### config.mk
export PLATFORM = sky130hd
export DESIGN_NAME = sfs_ctrl
export DESIGN_NICKNAME = d
export VERILOG_FILES = /design/src/hw/rtl/sfs_pkg.sv /design/src/hw/rtl/sfs_ctrl.sv
export SDC_FILE = /design/constraint.sdc
export NUM_CORES = 1
export LEC_CHECK = 0
export BUFFER_PORTS_ARGS = -buffer_cell sky130_fd_sc_hd__buf_2
export CORE_AREA = 5 5 42 44
export CTS_BUF_LIST = sky130_fd_sc_hd__clkbuf_4 sky130_fd_sc_hd__clkbuf_8
export CTS_CLUSTER_DIAMETER = 80
export CTS_CLUSTER_SIZE = 28
export DETAILED_ROUTE_END_ITERATION = 10
export DIE_AREA = 0 0 47 49
export PLACE_DENSITY = 0.83
export SLEW_MARGIN = 20
export SYNTH_ARGS = -nofsm -noshare
export SYNTH_HDL_FRONTEND = slang
export SYNTH_SLANG_ARGS = --single-unit
### constraint.sdc
create_clock -name clk -period 1.42 [get_ports clk]
set_input_delay 0.142 -clock clk [delete_from_list [all_inputs] [get_ports clk]]
set_output_delay 0.142 -clock clk [all_outputs]
set_load 0.02 [all_outputs]
### src/hw/rtl/sfs_pkg.sv
package sfs_pkg;

  localparam int COORD_W = 12;
  localparam int DIST_W  = 11;
  localparam int TGT_W   = 7;
  localparam int FCNT_W  = 7;
  localparam int SQ_W    = 2 * COORD_W;
  localparam int SUM_W   = SQ_W + 1;
  localparam int LIM_W   = 2 * DIST_W;

  localparam logic [DIST_W-1:0] DIST_MAX    = '1;
  localparam int                MIN_SPACING = 3;
  localparam logic [TGT_W-1:0]  TARGET_RST  = TGT_W'(8);

  localparam logic MODE_LOAD = 1'b0;
  localparam logic MODE_RUN  = 1'b1;

  typedef enum logic [3:0] {
    ST_IDLE,
    ST_LIM,
    ST_CRD,
    ST_CCHK,
    ST_FRD,
    ST_FDIFF,
    ST_SQX,
    ST_SQY,
    ST_FCMP,
    ST_KEEP,
    ST_NEXT,
    ST_PEND,
    ST_ERD,
    ST_ELD
  } sfs_state_t;

  typedef struct packed {
    logic load;
    logic run_start;
    logic lim_calc;
    logic cand_rd;
    logic j_clr;
    logic feat_rd;
    logic diff;
    logic sq_x;
    logic sq_y;
    logic j_inc;
    logic keep;
    logic scan_inc;
    logic scan_clr;
    logic grow;
    logic shrink;
    logic run_end;
    logic emit_ld;
  } sfs_cmd_t;

  typedef struct packed {
    logic cand_empty;
    logic fc_zero;
    logic j_last;
    logic dist_ok;
    logic scan_last;
    logic num_ok;
    logic first;
    logic d_at_max;
    logic d_le_min;
    logic out_free;
  } sfs_sts_t;

endpackage

### src/hw/rtl/sfs_ctrl.sv
module sfs_ctrl import sfs_pkg::*; (
  input  logic     clk,
  input  logic     rst_n,
  input  logic     in_valid,
  input  logic     in_mode,
  input  sfs_sts_t sts,
  output logic     in_ready,
  output sfs_cmd_t cmd
);

  sfs_state_t state_r, state_nxt;
  logic       emit_last;

  assign emit_last = sts.fc_zero || sts.j_last;

  always_ff @(posedge clk) begin
    if (!rst_n) begin
      state_r <= ST_IDLE;
    end else begin
      state_r <= state_nxt;
    end
  end

  always_comb begin
    state_nxt = state_r;
    case (state_r)
      ST_IDLE: begin
        if (in_valid && in_mode == MODE_RUN) begin
          state_nxt = sts.cand_empty ? ST_ELD : ST_LIM;
        end
      end
      ST_LIM:   state_nxt = ST_CRD;
      ST_CRD:   state_nxt = ST_CCHK;
      ST_CCHK:  state_nxt = sts.fc_zero ? ST_KEEP : ST_FRD;
      ST_FRD:   state_nxt = ST_FDIFF;
      ST_FDIFF: state_nxt = ST_SQX;
      ST_SQX:   state_nxt = ST_SQY;
      ST_SQY:   state_nxt = ST_FCMP;
      ST_FCMP: begin
        if (!sts.dist_ok) begin
          state_nxt = ST_NEXT;
        end else begin
          state_nxt = sts.j_last ? ST_KEEP : ST_FRD;
        end
      end
      ST_KEEP:  state_nxt = ST_NEXT;
      ST_NEXT:  state_nxt = sts.scan_last ? ST_PEND : ST_CRD;
      ST_PEND: begin
        if (sts.first && sts.num_ok && !sts.d_at_max) begin
          state_nxt = ST_LIM;
        end else if (sts.num_ok || sts.d_le_min) begin
          state_nxt = sts.fc_zero ? ST_ELD : ST_ERD;
        end else begin
          state_nxt = ST_LIM;
        end
      end
      ST_ERD:   state_nxt = ST_ELD;
      ST_ELD: begin
        if (sts.out_free) begin
          state_nxt = emit_last ? ST_IDLE : ST_ERD;
        end
      end
      default:  state_nxt = ST_IDLE;
    endcase
  end

  always_comb begin
    cmd      = '0;
    in_ready = 1'b0;
    case (state_r)
      ST_IDLE: begin
        in_ready = 1'b1;
        if (in_valid) begin
          cmd.load      = (in_mode == MODE_LOAD);
          cmd.run_start = (in_mode == MODE_RUN);
        end
      end
      ST_LIM:   cmd.lim_calc = 1'b1;
      ST_CRD: begin
        cmd.cand_rd = 1'b1;
        cmd.j_clr   = 1'b1;
      end
      ST_FRD:   cmd.feat_rd = 1'b1;
      ST_FDIFF: cmd.diff = 1'b1;
      ST_SQX:   cmd.sq_x = 1'b1;
      ST_SQY:   cmd.sq_y = 1'b1;
      ST_FCMP:  cmd.j_inc = sts.dist_ok && !sts.j_last;
      ST_KEEP:  cmd.keep = 1'b1;
      ST_NEXT:  cmd.scan_inc = !sts.scan_last;
      ST_PEND: begin
        cmd.scan_clr = 1'b1;
        if (sts.first && sts.num_ok && !sts.d_at_max) begin
          cmd.grow = 1'b1;
        end else begin
          cmd.shrink  = 1'b1;
          cmd.run_end = sts.num_ok || sts.d_le_min;
        end
      end
      ST_ERD:   cmd.feat_rd = 1'b1;
      ST_ELD: begin
        if (sts.out_free) begin
          cmd.emit_ld = 1'b1;
          cmd.j_inc   = !emit_last;
        end
      end
      default: begin
        cmd      = '0;
        in_ready = 1'b0;
      end
    endcase
  end

endmodule

* After elaboration in Yosys (flattened, before gate mapping) *
Index checks and enable logic that the tools add are counted.

operators by class
  equal/unequal tests = 15
  muxes and demuxes = 30
  bitwise operators = 1
  reduce and logical (&&, ||, !) cells = 13

operator list
  cell                                                             count
  4-bit one-hot mux with 14 select lines                           1
  4-bit 2-to-1 mux                                                 11
  4-bit == test, second input constant                             6
  4-bit by 3-bit == test with 1-bit output, second input constant  4
  1-bit 2-to-1 mux                                                 13
  4-bit by 2-bit == test with 1-bit output, second input constant  2
  2-bit 2-to-1 mux                                                 4
  4-bit by 1-bit == test with 1-bit output, second input constant  1
  1-bit logical AND                                                4
  1-bit logical NOT                                                4
  4-bit logical NOT                                                1
  2-bit != test, second input constant                             2
  1-bit logical OR                                                 2
  1-bit one-hot mux with 2 select lines                            1
  2-bit AND reduction                                              1
  2-bit OR reduction                                               1
  1-bit NOT                                                        1

word-level totals
  register bits after elaboration = 4
  input port bits = 14
  output and inout port bits = 18
  logic and storage cells = 60

* Longest topological paths before layout *
Gate-level depths: netlist (run 1).

  depth after elaboration = 4
  gate-level depth with buffers = 5
  depth with buffers taken out = 4

* Least setup slack after synthesis (run 1) *
OpenSTA, ideal clock, no wires.

  path type = reg2out
  start point = reg state_r[3]
  end point = out cmd[7] in the netlist's numbering
  arrival = 1,537 ps
  required time = 1,278 ps
  path slack = -259 ps
  stages on the path, launching flop included = 6
  cell sequence = dfxtp_1 > buf_6 > nand2_2 > nor3_1 > a32oi_1 > nor2_1

RTL lines
  what                    RTL line        source
  start, declared         sfs_ctrl.sv:11  sfs_state_t state_r, state_nxt;
  start signal, assigned  sfs_ctrl.sv:20  state_r <= state_nxt;
  end, declared           sfs_ctrl.sv:8   output sfs_cmd_t cmd

==> flow_summary.json, run 1 <==
{
  "status": "finished, violations left",
  "violations": "negative setup slack",
  "die_area_sq_mm": 0.00230,
  "yosysSeqAreaShare_pct": 14.4,
  "synth.top_cells.by_count": "10 x nor2_1, 5 x nor3_1, 4 x buf_4, 4 x dfxtp_1, 4 x o21ai_0",
  "die_w_um": 47,
  "portBuffers": 31,
  "syn-cell-area_sq_um": 554,
  "overflow": 0,
  "finalWorstSetupSlack_ps": -22.9,
  "clock_latency_ps": 240,
  "arrival_ps": 1300,
  "placed_area_sq_um": 753,
  "cellLeakagePower_nw": 0.497,
  "cts_max_level": 1,
  "crit_slowest_cell": "dfxtp_4",
  "cp.depth": 4,
  "postRouteWirelength_um": 2130,
  "ys_ff_latch": 4,
  "vdd_ir_drop_max_mv": 0.827,
  "syn_area_per_cell_sq_um": 7.81,
  "grt_pass1_wl_um": 2840,
  "end_kind": "output port",
  "crit_fanout": 6,
  "slowest_delay_ps": 380,
  "yosys.area.top_type": "dfxtp_1",
  "antennaDiodeCount": 0,
  "dp_hpwl_um": 1380,
  "drv_slew": 0,
  "root_buffer": "clkbuf_4",
  "syn_inst": 71,
  "clk_pin_slew_ps": 40,
  "clock_path_buffers": 2,
  "cellPowerDensity_mw_per_mm2": 1880,
  "power_mw": 1.81,
  "ys.flop_type": "dfxtp_1",
  "first_global_vias": 650,
  "cap_violations": 0,
  "worst-endpoint-required_ps": 1280,
  "slew_headroom_pct": 80.4,
  "vias_per_cell": 5.57,
  "cts-buffers-inserted": 3,
  "synth_top_area_share_pct": 14.4,
  "finalSetupTns_ps": -61.5,
  "path_buf_inv": 2,
  "rsz0062_at_grt": "yes",
  "antenna_found_initial": 0,
  "synth.most_common_cell": "nor2_1",
  "cp_top_family": "flip-flops",
  "first_pass_iters": 4,
  "hold_class": "in2reg",
  "timing_hold_violations_final": 0,
  "fillers": 107,
  "rows": 14,
  "fin_area_sq_um": 960,
  "place_congestion": 1.05,
  "grt_start_max_net_pins": 11,
  "clock_skew_ps": 0.866,
  "reg2regPathDepth": 6,
  "tightest_slew_ps": 293,
  "async_flop_share_pct": 0,
  "holdWs_ps": 178,
  "drc": 0,
  "syn_to_final_growth_pct": 73.1,
  "period_needed_ps": 1440,
  "whs_path_depth": 2,
  "worstPathCellList": "buf_4 > nand2b_4 > nor2_1 > buf_4",
  "cp-start-kind": "flip-flop",
  "first_iter_violations": 28,
  "ys_top_cells_by_area": "dfxtp_1 14%, nor2_1 6.8%, buf_4 5.4%",
  "synth_edf_count": 0,
  "drive_above_1_share_pct": 65.0,
  "cts_hold_buf": 0,
  "ant_nets": 0,
  "clock_sinks": 4,
  "dieHeight_um": 49,
  "layout.nets": 133,
  "ys_types": 36,
  "yosys_warnings": 0,
  "syn_nets": 85,
  "top_regs": "state_r (4)",
  "regArea_sq_um": 95.1,
  "design.core.area_sq_mm": 0.00140,
  "cts_tree": "done",
  "ios": 32,
  "fin_crit_sh_pct": 102,
  "finalSetupViolations": 4,
  "num_vias": 741,
  "multi_input_comb_area_sq_um": 469,
  "largest_register": "state_r",
  "grt_use_total_pct": 16.4,
  "path_class": "reg2out",
  "largest_reg_flops": 4,
  "cpMostUsedCell": "buf_4",
  "start_util_pct": 39.6,
  "wl_per_cell_um": 16.0,
  "max_freq_mhz": 693
}
==> what timing repair did <==
action	4_1_cts	5_1_grt
setup buffers	3	7
setup endpoints to repair	20	8
resized for setup	10	25
pin swaps	3	5
==> cell type report <==
class,count,share of cell area (%)
Multi-Input combinational cell,57,48.9
Inverter,4,1.56
Timing Repair Buffer,49,35.2
Tap cell,16,2.09
Sequential cell,4,9.91
Clock buffer,3,2.35
==> worst register-to-register path: stages (launching register included) <==
cell	delay, ps
dfxtp_4	410
nor4_4	70
buf_4	130
buf_4	130
buf_4	120
a221oi_2	290
a31oi_1	120
==> placed cells by master, fill, tap and decap left out, types with 4 or more instances in the layout <==
cell	Yosys	layout
nor2_1	10	9
buf_2	0	21
buf_4	4	22
dfxtp_4	0	4
buf_6	2	6
o21ai_0	4	4
==> final timing paths <==
path	startpoint	end	slack (ps)
setup reg to reg	state_r[3]	state_r[3]	30
hold reg to reg	state_r[3]	state_r[2]	740
setup / recovery	state_r[3]	cmd[10]	-20
hold / removal	rst_n	state_r[1]	180
==> cell families after synthesis <==
family                 Yosys count  synth area share (%)
AOI/OAI and AO/OA               17                  21.9
and+or+nand+nor                 40                  51.5
buffers and inverters           10                  12.2
DFF                              4                  14.4
==> power by group <==
part	switching (mW)	internal [mW]	total (mW)
clock	0.0533	0.0950	0.148
combinational	0.656	0.685	1.34
sequential	0.134	0.185	0.318
total	0.843	0.965	1.81
==> metrics by stage <==
step                cells  util, %  setup slack, ps
floorplan              71        -            -57.1
global placement      120     53.8             48.2
detailed placement    120     53.8            -17.9
CTS                   126     58.6             2.67
global route          133     68.5            -60.8
finish                133     68.5            -22.9
==> layer usage <==
| layer | GRT usage (%) | up-vias | wire length (um) | share of wire (%) |
|---|---|---|---|---|
| met4 | 6.91 | 0 | 51 | 2.4 |
| met3 | 1.85 | 6 | 171 | 8.0 |
| li1 | - | 351 | - | - |
| met1 | 19.8 | 343 | 749 | 35 |
| met5 | 0 | - | 0 | 0 |
| met2 | 27.8 | 41 | 1160 | 54 |
No activity file was read; power rests on OpenSTA's default activity.
==> run 2, diff against run 1 <==
--- a/config.mk
+++ b/config.mk
@@ -13,6 +13,7 @@
 export DETAILED_ROUTE_END_ITERATION = 10
 export DIE_AREA = 0 0 47 49
 export PLACE_DENSITY = 0.83
+export RECOVER_POWER = 25
 export SLEW_MARGIN = 20
 export SYNTH_ARGS = -nofsm -noshare
 export SYNTH_HDL_FRONTEND = slang
==> flow_summary.json, run 2 (synthesis gave the netlist of run 1 again) <==
{
  "status": "finished, violations left",
  "violations": "negative setup slack",
  "overflow": 0,
  "largest_register": "state_r",
  "post-place-ws_ps": -17.9,
  "seqPwrFrac_pct": 17.6,
  "first_pass_iters": 4,
  "post-route-util_pct": 68.4,
  "grt_start_max_net_pins": 11,
  "clock_path_buffers": 2,
  "cts-buffers-inserted": 3,
  "reg2reg_from": "state_r[3]",
  "finalSetupTns_ps": -62.1,
  "fin_crit_sh_pct": 101,
  "portBuffers": 31,
  "clock_skew_ps": 1.03,
  "num_vias": 744,
  "fillers": 108,
  "clock_sinks": 4,
  "die_area_sq_mm": 0.00230,
  "clock_latency_ps": 240,
  "arrival_ps": 1300,
  "ios": 32,
  "die_w_um": 47,
  "top_regs": "state_r (4)",
  "drv_slew": 0,
  "timing_hold_violations_final": 0,
  "finalWorstSetupSlack_ps": -21.2,
  "grt_use_total_pct": 16.4,
  "dp_cells": 120,
  "root_buffer": "clkbuf_4",
  "crit_fanout": 6,
  "finalSetupViolations": 4,
  "vdd_ir_drop_max_mv": 0.829,
  "design.core.area_sq_mm": 0.00140,
  "crit_path_end": "cmd[10]",
  "dp_hpwl_um": 1380,
  "drc": 0,
  "path_class": "reg2out",
  "layout_commonest_cell": "buf_4",
  "crit_path_start": "state_r[3]",
  "postRouteWirelength_um": 2130,
  "ant_nets": 0,
  "place_congestion": 1.05,
  "p_sw_uw": 845,
  "tightest_slew_ps": 304,
  "rsz0062_at_grt": "yes",
  "fin_area_sq_um": 958,
  "antennaDiodeCount": 0,
  "cp-start-kind": "flip-flop",
  "antenna_found_initial": 0,
  "layout.nets": 133,
  "holdWs_ps": 182,
  "rows": 14,
  "clkPwrFrac_pct": 8.2,
  "dieHeight_um": 49,
  "power_mw": 1.81,
  "internal-power_uw": 963,
  "drive_above_1_share_pct": 64.1,
  "largest_reg_flops": 4,
  "first_iter_violations": 29,
  "first_global_vias": 650,
  "cap_violations": 0,
  "cts_hold_buf": 0,
  "hold_class": "in2reg",
  "cellLeakagePower_nw": 0.492,
  "syn_to_final_growth_pct": 72.9,
  "start_util_pct": 39.6,
  "vias_per_cell": 5.59,
  "cts_tree": "done",
  "pwr-share-comb_pct": 74.2,
  "placed_area_sq_um": 753,
  "r2r_slack_ps": 20,
  "wl_per_cell_um": 16.0,
  "clk_pin_slew_ps": 40,
  "cts_max_level": 1,
  "slew_headroom_pct": 79.7,
  "cellPowerDensity_mw_per_mm2": 1890,
  "grt_pass1_wl_um": 2840,
  "reg2regPathDepth": 6,
  "p_sw_share_pct": 46.7,
  "period_needed_ps": 1440,
  "worst-endpoint-required_ps": 1280,
  "mostFrequentLayoutCells": "22 x buf_4, 20 x buf_2, 9 x nor2_1, 6 x buf_6",
  "r2r-end": "state_r[3]",
  "end_kind": "output port",
  "max_freq_mhz": 694,
  "fin_cells": 133
}
==> run 2: changes by cell type in the layout (fill, tap and decap cells not counted), sizes merged <==
cell | previous run | this run
clkbuf | 3 | 4
buf | 49 | 48
==> run 2: repair_timing <==
item / 4_1_cts / 5_1_grt
setup buffers: 3 / 7
setup endpoints to repair: 20 / 8
resized for setup: 10 / 25
pin swaps: 3 / 5
==> run 2: worst max-delay path, stage by stage (launching register included) <==
cell and delay [ps]:
dfxtp_4 380, buf_4 170, nand2b_4 160, nor2_1 180
buf_4 170
==> run 2: cell type report <==
class                           instances  area (sq um)  area share [%]
Multi-Input combinational cell         57           469            49.0
Clock buffer                            3          22.5            2.35
Tap cell                               16          20.0            2.09
Sequential cell                         4          95.1            9.92
Inverter                                4          15.0            1.57
Timing Repair Buffer                   49           337            35.1
==> run 2: routing by layer <==
metal | vias up | GRT usage, % | share of wire, %
li1 | 352 | - | -
met1 | 341 | 19.8 | 35
met2 | 45 | 27.8 | 54
met3 | 6 | 1.85 | 8.5
met4 | 0 | 6.91 | 2.4
met5 | - | 0 | 0
==> run 2: worst min path at each step <==
stage                     start          to  slack (ps)  cells past startpoint
after floorplan           rst_n  state_r[1]         290                      1
after global placement    rst_n  state_r[1]         420                      2
after detailed placement  rst_n  state_r[1]         420                      2
after CTS                 rst_n  state_r[1]         170                      2
final                     rst_n  state_r[1]         180                      2
after global routing      rst_n  state_r[1]         170                      2
==> run 2: power by group through the flow <==
stage	logic [mW]	registers, mW	clock network (mW)
final	1.34	0.319	0.148
after detailed placement	0.924	0.287	0
after floorplan	0.766	0.209	0
after CTS	1.04	0.304	0.148
after global routing	1.43	0.332	0.155
after global placement	0.912	0.281	0
==> run 3, diff against run 2 <==
--- a/config.mk
+++ b/config.mk
@@ -13,8 +13,9 @@
 export DETAILED_ROUTE_END_ITERATION = 10
 export DIE_AREA = 0 0 47 49
 export PLACE_DENSITY = 0.83
-export RECOVER_POWER = 25
+export RECOVER_POWER = 50
 export SLEW_MARGIN = 20
 export SYNTH_ARGS = -nofsm -noshare
 export SYNTH_HDL_FRONTEND = slang
 export SYNTH_SLANG_ARGS = --single-unit
+export TNS_END_PERCENT = 30
==> flow_summary.json, run 3 (synthesis gave the netlist of run 1 again) <==
{
  "overflow": 0,
  "period_needed_ps": 1450,
  "max_freq_mhz": 690,
  "arrival_ps": 1310,
  "cts-buffers-inserted": 3,
  "dp_hpwl_um": 1310,
  "clkPwrFrac_pct": 9.4,
  "reg2reg_from": "state_r[1]",
  "finalWorstSetupSlack_ps": -28.8,
  "vdd_ir_drop_max_mv": 0.804,
  "pwr-share-comb_pct": 71.1,
  "status": "finished, violations left",
  "antenna_found_initial": 0,
  "worstHoldStart": "rst_n",
  "rsz0062_at_grt": "yes",
  "path_class": "reg2out",
  "fin_crit_sh_pct": 102,
  "vias_per_cell": 5.64,
  "clock_path_buffers": 2,
  "first_iter_violations": 18,
  "clk_pin_slew_ps": 40,
  "first_global_vias": 662,
  "ant_nets": 0,
  "crit_fanout": 9,
  "mostFrequentLayoutCells": "22 x buf_2, 11 x buf_4, 9 x nor2_1",
  "rows": 14,
  "clock_sinks": 4,
  "first_pass_iters": 4,
  "holdWs_ps": 141,
  "layout.nets": 125,
  "wl_met2_um": 930,
  "seqPwrFrac_pct": 19.4,
  "p_sw_share_pct": 47.4,
  "worstPathCellList": "nand2_2 > nor3_2 > a32oi_1 > nor2_1 > buf_2",
  "largest_register": "state_r",
  "top_regs": "state_r (4)",
  "place_congestion": 0.866,
  "cellPowerDensity_mw_per_mm2": 1880,
  "hold_class": "in2reg",
  "cap_violations": 0,
  "met1Wirelength_um": 690,
  "grt_use_total_pct": 15.9,
  "slowest_delay_ps": 420,
  "postRouteWirelength_um": 1830,
  "cts_tree": "done",
  "cts_max_level": 1,
  "tightest_slew_ps": 282,
  "drive_above_1_share_pct": 57.8,
  "root_buffer": "clkbuf_4",
  "finalSetupViolations": 3,
  "die_w_um": 47,
  "cp-start-kind": "flip-flop",
  "syn_to_final_growth_pct": 51.7,
  "p_sw_uw": 751,
  "fin_area_sq_um": 841,
  "ios": 32,
  "wl_per_cell_um": 14.6,
  "grt_start_max_net_pins": 11,
  "clock_latency_ps": 240,
  "die_area_sq_mm": 0.00230,
  "largest_reg_flops": 4,
  "dieHeight_um": 49,
  "placed_area_sq_um": 732,
  "slew_headroom_pct": 81.1,
  "cellLeakagePower_nw": 0.414,
  "whs_path_depth": 2,
  "layout_commonest_cell": "buf_2",
  "start_util_pct": 39.6,
  "grt_pass1_wl_um": 2750,
  "worst-endpoint-required_ps": 1280,
  "timing_hold_violations_final": 0,
  "end_kind": "output port",
  "drc": 0,
  "r2r-end": "state_r[0]",
  "top_layer_used": "met4",
  "crit_slowest_cell": "dfxtp_4",
  "num_vias": 705,
  "r2r_slack_ps": 60,
  "hold_end": "state_r[1]",
  "violations": "negative setup slack",
  "design.core.area_sq_mm": 0.00140,
  "reg2regPathDepth": 6,
  "drv_slew": 0,
  "antennaDiodeCount": 0,
  "clock_skew_ps": 5.61,
  "met3_length_um": 142,
  "internal-power_uw": 832,
  "post-place-ws_ps": -5.86,
  "portBuffers": 31
}
run 3: layer usage:
metal,global-route usage (%),vias to the layer above
li1,-,334
met1,18.0,321
met2,26.0,42
met3,3.69,8
met4,8.76,0
met5,0,-
run 3: critical path: cells and delay by family, from the launching register on:
family / cells / cell delay, ps
flip-flops: 1 / 420
AND/OR/NAND/NOR: 3 / 380
buffers and inverters: 1 / 180
AO/OA/AOI/OAI: 1 / 80
run 3: power groups by stage:
stage	Combinational (mW)	Clock, mW	Sequential [mW]
6_report	1.13	0.149	0.308
5_1_grt	1.21	0.162	0.312
4_1_cts	0.975	0.152	0.293
3_5_place_dp	0.891	0	0.273
3_3_place_gp	0.874	0	0.271
2_1_floorplan	0.759	0	0.209
run 3: timing repair:
item                       CTS  global route
gates resized for setup     11            11
buffers inserted             2             2
pin swaps                    2             5
hold buffers                 0             0
setup endpoints to repair   18             7
run 3: per-stage QoR:
stage	TNS [ps]	util, %	power [mW]	cells
6_report	-64.7	60.0	1.58	125
4_1_cts	-15.7	56.8	1.42	123
3_3_place_gp	0	52.2	1.15	118
5_1_grt	-243	60.0	1.68	125
2_1_floorplan	-101	-	0.968	71
3_5_place_dp	-5.86	52.2	1.16	118
run 3: how the worst max path moves through the flow:
stage,slack (ps),end,depth (start not counted),start
after floorplan,-60,cmd[7],5,state_r[3]
after global placement,20,state_r[0],5,state_r[0]
after detailed placement,-6,state_r[0],5,state_r[0]
after CTS,-20,cmd[16],4,state_r[0]
after global routing,-100,cmd[16],4,state_r[1]
final,-30,cmd[7],5,state_r[3]
run 3: area by class of cell:
class / count / area, sq um
fillers: 134 / 561
multi-input cells: 57 / 435
repair buffers: 41 / 253
flip-flops and latches: 4 / 95.1
clock buffers: 3 / 22.5
well taps: 16 / 20.0
inverters: 4 / 15.0
